[src/rtl/core/usv_pkg.sv]
// types, constants and the gsm alphabet lookup for the utf16be validator
package usv_pkg;

  localparam logic [15:0] SURR_LO  = 16'hd800;
  localparam logic [15:0] SURR_MID = 16'hdc00;
  localparam logic [15:0] SURR_HI  = 16'hdfff;

  // gsm default alphabet lives on three unicode pages
  localparam logic [7:0] GSM_PAGE_LATIN  = 8'h00;
  localparam logic [7:0] GSM_PAGE_GREEK  = 8'h03;
  localparam logic [7:0] GSM_PAGE_SYMBOL = 8'h20;
  localparam logic [7:0] GSM_EURO_LO     = 8'hac;

  // depth of the queues between front, back and result port
  localparam int CLS_Q_DEPTH = 2;
  localparam int RES_Q_DEPTH = 2;

  typedef enum logic [1:0] {
    ERR_NONE  = 2'd0,
    ERR_TRAIL = 2'd1,
    ERR_LEAD  = 2'd2
  } err_kind_t;

  // classified item handed from front to back
  typedef struct packed {
    logic term;
    logic lead;
    logic trail;
    logic gsm;
  } cls_t;

  // totals for one string
  typedef struct packed {
    logic [15:0] byte_count;
    logic [15:0] unit_count;
    logic [15:0] symbol_count;
    logic [15:0] invalid_byte_count;
    err_kind_t   first_error_kind;
    logic [15:0] first_error_offset;
    logic        all_valid;
    logic        all_gsm;
  } res_t;

  function automatic logic in_gsm(input logic [15:0] u);
    logic [7:0] hi;
    logic [7:0] lo;
    logic       ok;
    hi = u[15:8];
    lo = u[7:0];
    ok = 1'b0;
    case (hi)
      GSM_PAGE_LATIN: begin
        case (lo) inside
          [8'h20:8'h5f], [8'h61:8'h7e], [8'ha3:8'ha5], [8'hc4:8'hc6], [8'he4:8'he9],
          8'h0a, 8'h0c, 8'h0d, 8'ha0, 8'ha1, 8'ha7, 8'hbf, 8'hc9, 8'hd1, 8'hd6,
          8'hd8, 8'hdc, 8'hdf, 8'he0, 8'hec, 8'hf1, 8'hf2, 8'hf6, 8'hf8, 8'hf9,
          8'hfc: ok = 1'b1;
          default: ok = 1'b0;
        endcase
      end
      GSM_PAGE_GREEK: begin
        case (lo) inside
          8'h93, 8'h94, 8'h98, 8'h9b, 8'h9e, 8'ha0, 8'ha3, 8'ha6, 8'ha8,
          8'ha9: ok = 1'b1;
          default: ok = 1'b0;
        endcase
      end
      GSM_PAGE_SYMBOL: ok = (lo == GSM_EURO_LO);
      default: ok = 1'b0;
    endcase
    return ok;
  endfunction

endpackage

[src/rtl/core/usv_fifo.sv]
// small register queue with count-based full and empty flags
module usv_fifo #(
  parameter int WIDTH = 8,
  parameter int DEPTH = 2
) (
  input  logic             clk,
  input  logic             rst_n,
  input  logic             push,
  input  logic [WIDTH-1:0] wdata,
  output logic             full,
  input  logic             pop,
  output logic [WIDTH-1:0] rdata,
  output logic             empty
);

  localparam int AW = (DEPTH > 1) ? $clog2(DEPTH) : 1;
  localparam int CW = $clog2(DEPTH + 1);

  logic [WIDTH-1:0] mem_r [DEPTH];
  logic [AW-1:0]    wr_ptr_r, wr_ptr_nxt;
  logic [AW-1:0]    rd_ptr_r, rd_ptr_nxt;
  logic [CW-1:0]    cnt_r, cnt_nxt;
  logic             do_push, do_pop;

  // flags
  assign full    = (cnt_r == CW'(DEPTH));
  assign empty   = (cnt_r == '0);
  assign do_push = push & ~full;
  assign do_pop  = pop & ~empty;
  assign rdata   = mem_r[rd_ptr_r];

  // pointer and count update
  always_comb begin
    wr_ptr_nxt = wr_ptr_r;
    rd_ptr_nxt = rd_ptr_r;
    if (do_push) begin
      wr_ptr_nxt = (wr_ptr_r == AW'(DEPTH - 1)) ? '0 : wr_ptr_r + AW'(1);
    end
    if (do_pop) begin
      rd_ptr_nxt = (rd_ptr_r == AW'(DEPTH - 1)) ? '0 : rd_ptr_r + AW'(1);
    end
    cnt_nxt = cnt_r + CW'(do_push) - CW'(do_pop);
  end

  always_ff @(posedge clk) begin
    if (!rst_n) begin
      wr_ptr_r <= '0;
      rd_ptr_r <= '0;
      cnt_r    <= '0;
    end else begin
      wr_ptr_r <= wr_ptr_nxt;
      rd_ptr_r <= rd_ptr_nxt;
      cnt_r    <= cnt_nxt;
    end
  end

  // storage
  always_ff @(posedge clk) begin
    if (do_push) begin
      mem_r[wr_ptr_r] <= wdata;
    end
  end

endmodule

[src/rtl/core/usv_front.sv]
// front end: classifies each code unit before it is queued
module usv_front (
  input  logic [15:0]   code_unit,
  output usv_pkg::cls_t cls
);
  import usv_pkg::*;

  // surrogate ranges, terminator and gsm membership
  always_comb begin
    cls.term  = (code_unit == 16'h0000);
    cls.lead  = (code_unit >= SURR_LO) && (code_unit < SURR_MID);
    cls.trail = (code_unit >= SURR_MID) && (code_unit <= SURR_HI);
    cls.gsm   = in_gsm(code_unit);
  end

endmodule

[src/rtl/core/usv_back.sv]
// back end: surrogate pairing, saturating counters and first-error capture
module usv_back #(
  parameter int COUNT_WIDTH = 16
) (
  input  logic          clk,
  input  logic          rst_n,
  input  usv_pkg::cls_t cls,
  input  logic          cls_empty,
  output logic          cls_pop,
  input  logic          res_full,
  output logic          res_push,
  output usv_pkg::res_t res
);
  import usv_pkg::*;

  logic                   lead_r, lead_nxt;
  logic [COUNT_WIDTH-1:0] bytes_r, bytes_nxt;
  logic [COUNT_WIDTH-1:0] units_r, units_nxt;
  logic [COUNT_WIDTH-1:0] syms_r, syms_nxt;
  logic [COUNT_WIDTH-1:0] bad_r, bad_nxt;
  err_kind_t              kind_r, kind_nxt;
  logic [COUNT_WIDTH-1:0] off_r, off_nxt;
  logic                   gsm_r, gsm_nxt;

  logic                   step;
  logic                   err_lead, err_trail, err_any, sym_inc;
  logic [COUNT_WIDTH-1:0] lead_off, bad_new, off_new;
  err_kind_t              kind_new;

  function automatic logic [COUNT_WIDTH-1:0] sat_add(input logic [COUNT_WIDTH-1:0] a,
                                                     input logic [1:0] b);
    logic [COUNT_WIDTH:0] s;
    s = {1'b0, a} + (COUNT_WIDTH + 1)'(b);
    return s[COUNT_WIDTH] ? '1 : s[COUNT_WIDTH-1:0];
  endfunction

  function automatic logic [15:0] out16(input logic [COUNT_WIDTH-1:0] v);
    logic [31:0] w;
    w = 32'(v);
    return (w > 32'h0000_ffff) ? 16'hffff : w[15:0];
  endfunction

  // a terminator waits for room in the result queue
  assign step     = ~cls_empty & (~cls.term | ~res_full);
  assign cls_pop  = step;
  assign res_push = step & cls.term;

  // error detection and first-error capture
  always_comb begin
    err_lead  = lead_r & (cls.term | ~cls.trail);
    err_trail = ~cls.term & ~lead_r & cls.trail;
    err_any   = err_lead | err_trail;
    sym_inc   = (lead_r & cls.trail) | ~(cls.lead | cls.trail);
    lead_off  = (bytes_r >= COUNT_WIDTH'(2)) ? bytes_r - COUNT_WIDTH'(2) : '0;
    bad_new   = err_any ? sat_add(bad_r, 2'd2) : bad_r;
    kind_new  = kind_r;
    off_new   = off_r;
    if (err_any && kind_r == ERR_NONE) begin
      kind_new = err_lead ? ERR_LEAD : ERR_TRAIL;
      off_new  = err_lead ? lead_off : bytes_r;
    end
  end

  // next state of the per-string counters
  always_comb begin
    lead_nxt  = lead_r;
    bytes_nxt = bytes_r;
    units_nxt = units_r;
    syms_nxt  = syms_r;
    bad_nxt   = bad_r;
    kind_nxt  = kind_r;
    off_nxt   = off_r;
    gsm_nxt   = gsm_r;
    if (step) begin
      if (cls.term) begin
        lead_nxt  = 1'b0;
        bytes_nxt = '0;
        units_nxt = '0;
        syms_nxt  = '0;
        bad_nxt   = '0;
        kind_nxt  = ERR_NONE;
        off_nxt   = '0;
        gsm_nxt   = 1'b1;
      end else begin
        lead_nxt  = cls.lead;
        bytes_nxt = sat_add(bytes_r, 2'd2);
        units_nxt = sat_add(units_r, 2'd1);
        syms_nxt  = sym_inc ? sat_add(syms_r, 2'd1) : syms_r;
        bad_nxt   = bad_new;
        kind_nxt  = kind_new;
        off_nxt   = off_new;
        gsm_nxt   = gsm_r & cls.gsm;
      end
    end
  end

  always_ff @(posedge clk) begin
    if (!rst_n) begin
      lead_r  <= 1'b0;
      bytes_r <= '0;
      units_r <= '0;
      syms_r  <= '0;
      bad_r   <= '0;
      kind_r  <= ERR_NONE;
      off_r   <= '0;
      gsm_r   <= 1'b1;
    end else begin
      lead_r  <= lead_nxt;
      bytes_r <= bytes_nxt;
      units_r <= units_nxt;
      syms_r  <= syms_nxt;
      bad_r   <= bad_nxt;
      kind_r  <= kind_nxt;
      off_r   <= off_nxt;
      gsm_r   <= gsm_nxt;
    end
  end

  // totals for the string, including an unpaired lead at the terminator
  always_comb begin
    res.byte_count         = out16(bytes_r);
    res.unit_count         = out16(units_r);
    res.symbol_count       = out16(syms_r);
    res.invalid_byte_count = out16(bad_new);
    res.first_error_kind   = kind_new;
    res.first_error_offset = out16(off_new);
    res.all_valid          = (bad_new == '0);
    res.all_gsm            = gsm_r;
  end

endmodule

[src/rtl/core/utf16be_stream_validator_core.sv]
// UTF-16BE stream validator: takes one code unit per cycle, with no bubbles
// between strings while results are taken. Each item is classified (surrogate
// kind, GSM 03.38 membership) and written to a two-entry queue; the back end
// drains it at one item per cycle unless a terminator waits for room, updating
// saturating counters of COUNT_WIDTH bits. A zero unit ends the string: its
// totals are queued as the terminator is taken, and the state is reset. Results
// wait in a two-entry queue, so in_full rises only when two results sit untaken
// and a third terminator reaches the back end. Other units give no result.
module utf16be_stream_validator_core #(
  parameter int COUNT_WIDTH = 16
) (
  input  logic        clk,
  input  logic        rst_n,
  input  logic        in_push,
  output logic        in_full,
  input  logic [15:0] in_code_unit,
  output logic        out_empty,
  input  logic        out_pop,
  output logic [15:0] out_byte_count,
  output logic [15:0] out_unit_count,
  output logic [15:0] out_symbol_count,
  output logic [15:0] out_invalid_byte_count,
  output logic [1:0]  out_first_error_kind,
  output logic [15:0] out_first_error_offset,
  output logic        out_all_valid,
  output logic        out_all_gsm
);
  import usv_pkg::*;

  cls_t cls_in, cls_q;
  logic cls_empty, cls_pop;
  res_t res_d, res_q;
  logic res_full, res_push;

  // classify at the input
  usv_front u_front (
    .code_unit (in_code_unit),
    .cls       (cls_in)
  );

  // queue between front and back
  usv_fifo #(
    .WIDTH ($bits(cls_t)),
    .DEPTH (CLS_Q_DEPTH)
  ) u_cls_q (
    .clk   (clk),
    .rst_n (rst_n),
    .push  (in_push),
    .wdata (cls_in),
    .full  (in_full),
    .pop   (cls_pop),
    .rdata (cls_q),
    .empty (cls_empty)
  );

  // counting and error tracking
  usv_back #(
    .COUNT_WIDTH (COUNT_WIDTH)
  ) u_back (
    .clk       (clk),
    .rst_n     (rst_n),
    .cls       (cls_q),
    .cls_empty (cls_empty),
    .cls_pop   (cls_pop),
    .res_full  (res_full),
    .res_push  (res_push),
    .res       (res_d)
  );

  // result queue
  usv_fifo #(
    .WIDTH ($bits(res_t)),
    .DEPTH (RES_Q_DEPTH)
  ) u_res_q (
    .clk   (clk),
    .rst_n (rst_n),
    .push  (res_push),
    .wdata (res_d),
    .full  (res_full),
    .pop   (out_pop),
    .rdata (res_q),
    .empty (out_empty)
  );

  // result fields
  assign out_byte_count         = res_q.byte_count;
  assign out_unit_count         = res_q.unit_count;
  assign out_symbol_count       = res_q.symbol_count;
  assign out_invalid_byte_count = res_q.invalid_byte_count;
  assign out_first_error_kind   = res_q.first_error_kind;
  assign out_first_error_offset = res_q.first_error_offset;
  assign out_all_valid          = res_q.all_valid;
  assign out_all_gsm            = res_q.all_gsm;

endmodule

[config.mk]
export PLATFORM = sky130hd
export DESIGN_NAME = utf16be_stream_validator_core
export DESIGN_NICKNAME = d
export VERILOG_FILES = /design/src/rtl/core/usv_pkg.sv /design/src/rtl/core/usv_fifo.sv /design/src/rtl/core/usv_front.sv /design/src/rtl/core/usv_back.sv /design/src/rtl/core/utf16be_stream_validator_core.sv
export SDC_FILE = /design/constraint.sdc
export NUM_CORES = 1
export LEC_CHECK = 0
export BUFFER_PORTS_ARGS = -buffer_cell sky130_fd_sc_hd__clkbuf_2
export CAP_MARGIN = 20
export CORE_UTILIZATION = 55
export DETAILED_ROUTE_END_ITERATION = 8
export PLACE_DENSITY = 0.74
export SLEW_MARGIN = 20
export SYNTH_ARGS = -nofsm -noshare
export SYNTH_HDL_FRONTEND = slang
export SYNTH_SLANG_ARGS = --single-unit
[constraint.sdc]
create_clock -name clk -period 7.31 [get_ports clk]
set_clock_uncertainty 0.1 [all_clocks]
set_input_delay 1.462 -clock clk [delete_from_list [all_inputs] [get_ports clk]]
set_output_delay 1.462 -clock clk [all_outputs]
set_load 0.02 [all_outputs]
==> flow_summary.rst <==
.. list-table::
   :header-rows: 1

   * - Metric
     - Value
   * - Result of the run
     - finished with violations
   * - Violated checks
     - DRC
   * - Number of antenna violations at the first check in global routing
     - 0
   * - Static Leak
     - 4.89 nW
   * - Largest net degree at the start of global routing
     - between 60 and 70
   * - Number of setup buffers added after CTS
     - 0
   * - Global-route congestion overflow total
     - 0
   * - Slew Limit Fails
     - 0
   * - Top-level port count
     - about 110
   * - Count of routing violations after the opening detailed-route iteration
     - ~780
   * - Crit end category
     - output port
   * - H-tree lvl count
     - 1
   * - Total placed cells including tap cells
     - between 1k and 1.5k
   * - Ranking of synthesized cells by instance count
     - sky130_fd_sc_hd__edfxtp_1 (176), sky130_fd_sc_hd__dfxtp_1 (94), sky130_fd_sc_hd__mux2_2 (93)
   * - CTS max path bufs
     - 3
   * - Number of register bits inferred by synthesis
     - 270
   * - Yosys warns
     - 0
   * - Most used standard cell by instance count after synthesis
     - sky130_fd_sc_hd__edfxtp_1
   * - Global placer's final weighted congestion
     - slightly above 0.8
   * - Die Outline Area
     - roughly 23000 sq um
   * - Largest fanout on the critical path
     - 46
   * - Sequential element share of the synthesized area
     - 57.9%
   * - Post-Route Hold Slack
     - ~370 ps
   * - Avg WL per Cell
     - around 18 microns
   * - Area fraction in compound gates after synthesis
     - around an eighth
   * - Post-Syn Instances
     - ~1.1k
   * - Number of port buffers
     - 105
   * - Syn_nets
     - 1106
   * - Via count normalized by instance count
     - approximately 6.1
   * - Cell row count
     - 54
   * - Flip-flop and latch area
     - approximately 7000 sq um
   * - Net total in the final layout
     - around 1.2k
   * - Hold buffer count at cts
     - 0
   * - Areal power density over the cells
     - 334 nW/um^2
   * - Startpoint type of the worst setup path
     - flip-flop
   * - Multi-input logic area
     - roughly 4800 sq um
   * - Peak clock frequency supported by timing
     - roughly 0.25 GHz
   * - Share of async-settable or async-resettable flops after synthesis
     - 0%
   * - Clock tree from TritonCTS
     - done
   * - Source-to-sink clock delay at the later pin of the worst-skew pair
     - ~530 ps
   * - Clock sink total
     - 270
   * - Signed area change from the synthesized netlist to the final layout
     - 12.0%
   * - Number of hold-slack violations in the final timing report
     - 0
   * - Basic-gate share of the synthesized area counting and, or, nand and nor cells
     - 14.1%
   * - Fillers
     - roughly 1.7k
   * - Top cell type's share of synthesized area
     - a little over two fifths
   * - Routed wire length
     - approximately 26 mm
   * - Final critical-path share of the clock period
     - about 55%
   * - Tightest Hold Check Type
     - reg -> reg
   * - Cell chosen for the clock root
     - sky130_fd_sc_hd__clkbuf_16
   * - Transition time at the pin with the least slew margin
     - just under 900 ps
   * - Number of global-route vias before repair
     - between 8k and 9k
   * - Die boundary height
     - approximately 150 microns
   * - Fraction of layout instances using a drive strength above 1
     - between 20% and 30%
   * - Number of enable flip-flop cells after synthesis
     - 176
   * - Count of cell types in the netlist
     - 77
   * - Effective utilization at floorplan
     - a little under three fifths
   * - Chip width
     - about 150 microns
   * - Final worst path period need
     - between 3000 and 4000 ps
   * - Count of antenna diodes in the layout
     - 0
   * - Detailed Place HPWL
     - ~17 mm
   * - Final worst-path setup slack
     - ~3300 ps
   * - DRT antenna net count
     - 0
   * - Final TNS setup
     - 0 ps
   * - Setup-failing EPs final
     - 0
   * - Clock buffers created by TritonCTS
     - 27
   * - Endpoint required time on the critical path
     - 5750 ps
   * - Cells resized by post-CTS repair
     - 0
   * - Cell taking the most area after synthesis
     - sky130_fd_sc_hd__edfxtp_1
   * - Max-cap viol count
     - 0
   * - Ys flop type
     - sky130_fd_sc_hd__edfxtp_1
   * - Xor and xnor area share after synthesis
     - approximately 1.9%
   * - Arrival time at the worst endpoint
     - about 2400 ps
   * - Non-filler cells, final
     - between 1k and 1.5k
   * - Mux share of post-synthesis cell area
     - 8.79%
   * - Largest family of logic cells by synthesized area
     - simple AND/OR/NAND/NOR gates
   * - Avg Inst Size Synth
     - 11.5 sq um
   * - Fraction of the mapped netlist area in adder cells
     - 0.910%
   * - Unrepaired setup endpoints after global routing
     - false
   * - Count of unresolved DRC violations after routing
     - 12
   * - Via count
     - between 8k and 9k
   * - First-pass GRT wire length
     - 41.9 mm
   * - All-Layer GR Usage
     - approximately 22%
   * - Worst setup timing slack at the placement stage
     - about 3200 ps
   * - First-pass iteration count of the detailed router
     - 9
   * - Highest ir drop seen on vdd
     - roughly 170 uV
   * - Setup Crit Path Kind
     - reg -> out
   * - Remaining max-slew budget at the tightest pin
     - 40.8%
   * - Top cells by area, synth
     - sky130_fd_sc_hd__edfxtp_1 (43%), sky130_fd_sc_hd__dfxtp_1 (15%), sky130_fd_sc_hd__mux2_2 (8.5%)
   * - Cell area after technology mapping
     - roughly 12000 sq um
   * - Clk pin slew, worst setup/hold paths
     - 60 ps
   * - CORE AREA
     - approximately 22000 sq um
report_power, final:
group	internal (mW)	leakage, nW	total (mW)	switching [mW]
Sequential	1.85	2.44	1.95	0.106
Clock	0.755	0.396	1.29	0.538
Combinational	0.486	2.05	1.38	0.892
layer usage:
layer / GRT usage, % / up-vias / routed length [microns]
met4: 7.48 / 0 / 571
met1: 29.0 / 4285 / 11200
met3: 3.57 / 48 / 1470
li1: - / 4180 / -
met5: 0 / - / 0
met2: 38.1 / 281 / 12800
registers in the layout, indices dropped and copies added (netlist names), 2 cells and up, named ones only:
name / count
u_cls_q.cnt_r: 2
u_back.units_r: 16
u_back.syms_r: 16
u_back.off_r: 16
u_back.bad_r: 16
u_back.kind_r: 2
u_res_q.mem_r: 168
u_back.bytes_r: 16
u_res_q.cnt_r: 2
u_cls_q.mem_r: 8
critical path, cell delays in order (launching register included):
cell and delay [ps]:
sky130_fd_sc_hd__dfxtp_4 670, sky130_fd_sc_hd__buf_4 630, sky130_fd_sc_hd__mux2_2 430, sky130_fd_sc_hd__clkbuf_2 170
cells in the final DEF, fill, tap and decap left out, drive strengths merged, types with 7 or more instances in the layout:
cell type  instances
ha                 9
a21oi             50
nor2              66
xnor2             21
buf               12
inv               26
edfxtp           176
nand3             30
nand4             12
o21ai             73
or2                8
a21boi            16
nor3b              8
a31oi             16
nor4              21
or3                7
o221a             11
clkinv             7
a41oi              7
nand2             76
mux2              93
nor2b             14
a22oi             11
dfxtp             94
nor3              30
and2              14
and3              10
o2bb2ai           13
clkbuf           145
through the flow:
stage               utilization [%]  instance area [sq um]  total power [mW]
global route                   63.1                  13900              4.84
global placement               59.2                  13000              3.32
finish                         63.1                  13900              4.62
detailed placement             59.2                  13000              3.35
CTS                            63.0                  13800              4.64
floorplan                         -                  12400              2.97
layout make-up:
class | instances | area share [%]
Clock buffer | 40 | 5.23
Clock inverter | 9 | 0.695
Inverter | 26 | 0.704
Multi-Input combinational cell | 704 | 34.6
Sequential cell | 270 | 51.7
Tap cell | 280 | 2.53
Timing Repair Buffer | 117 | 4.53
path summary, 6_finish.rpt:
kind	to	start	cells after the start	slack (ps)
setup reg to reg	u_res_q.mem_r[1][7]$_DFFE_PP_	flip-flop	5	3540
setup / recovery	out_byte_count[11]	flip-flop	3	3320
hold reg to reg	u_back.off_r[12]$_SDFFE_PN0P_	u_back.off_r[12]$_SDFFE_PN0P_	1	370
hold / removal	u_back.off_r[12]$_SDFFE_PN0P_	u_back.off_r[12]$_SDFFE_PN0P_	1	370
logic make-up after synthesis:
kind of cell | count (synthesis)
multiplexers | 97
XOR/XNOR | 27
flip-flops | 270
adder cells (fa/ha/maj) | 9
AO/OA/AOI/OAI | 240
AND/OR/NAND/NOR | 331
buffers and inverters | 103
Note: power is estimated with default switching activity, not from simulation.
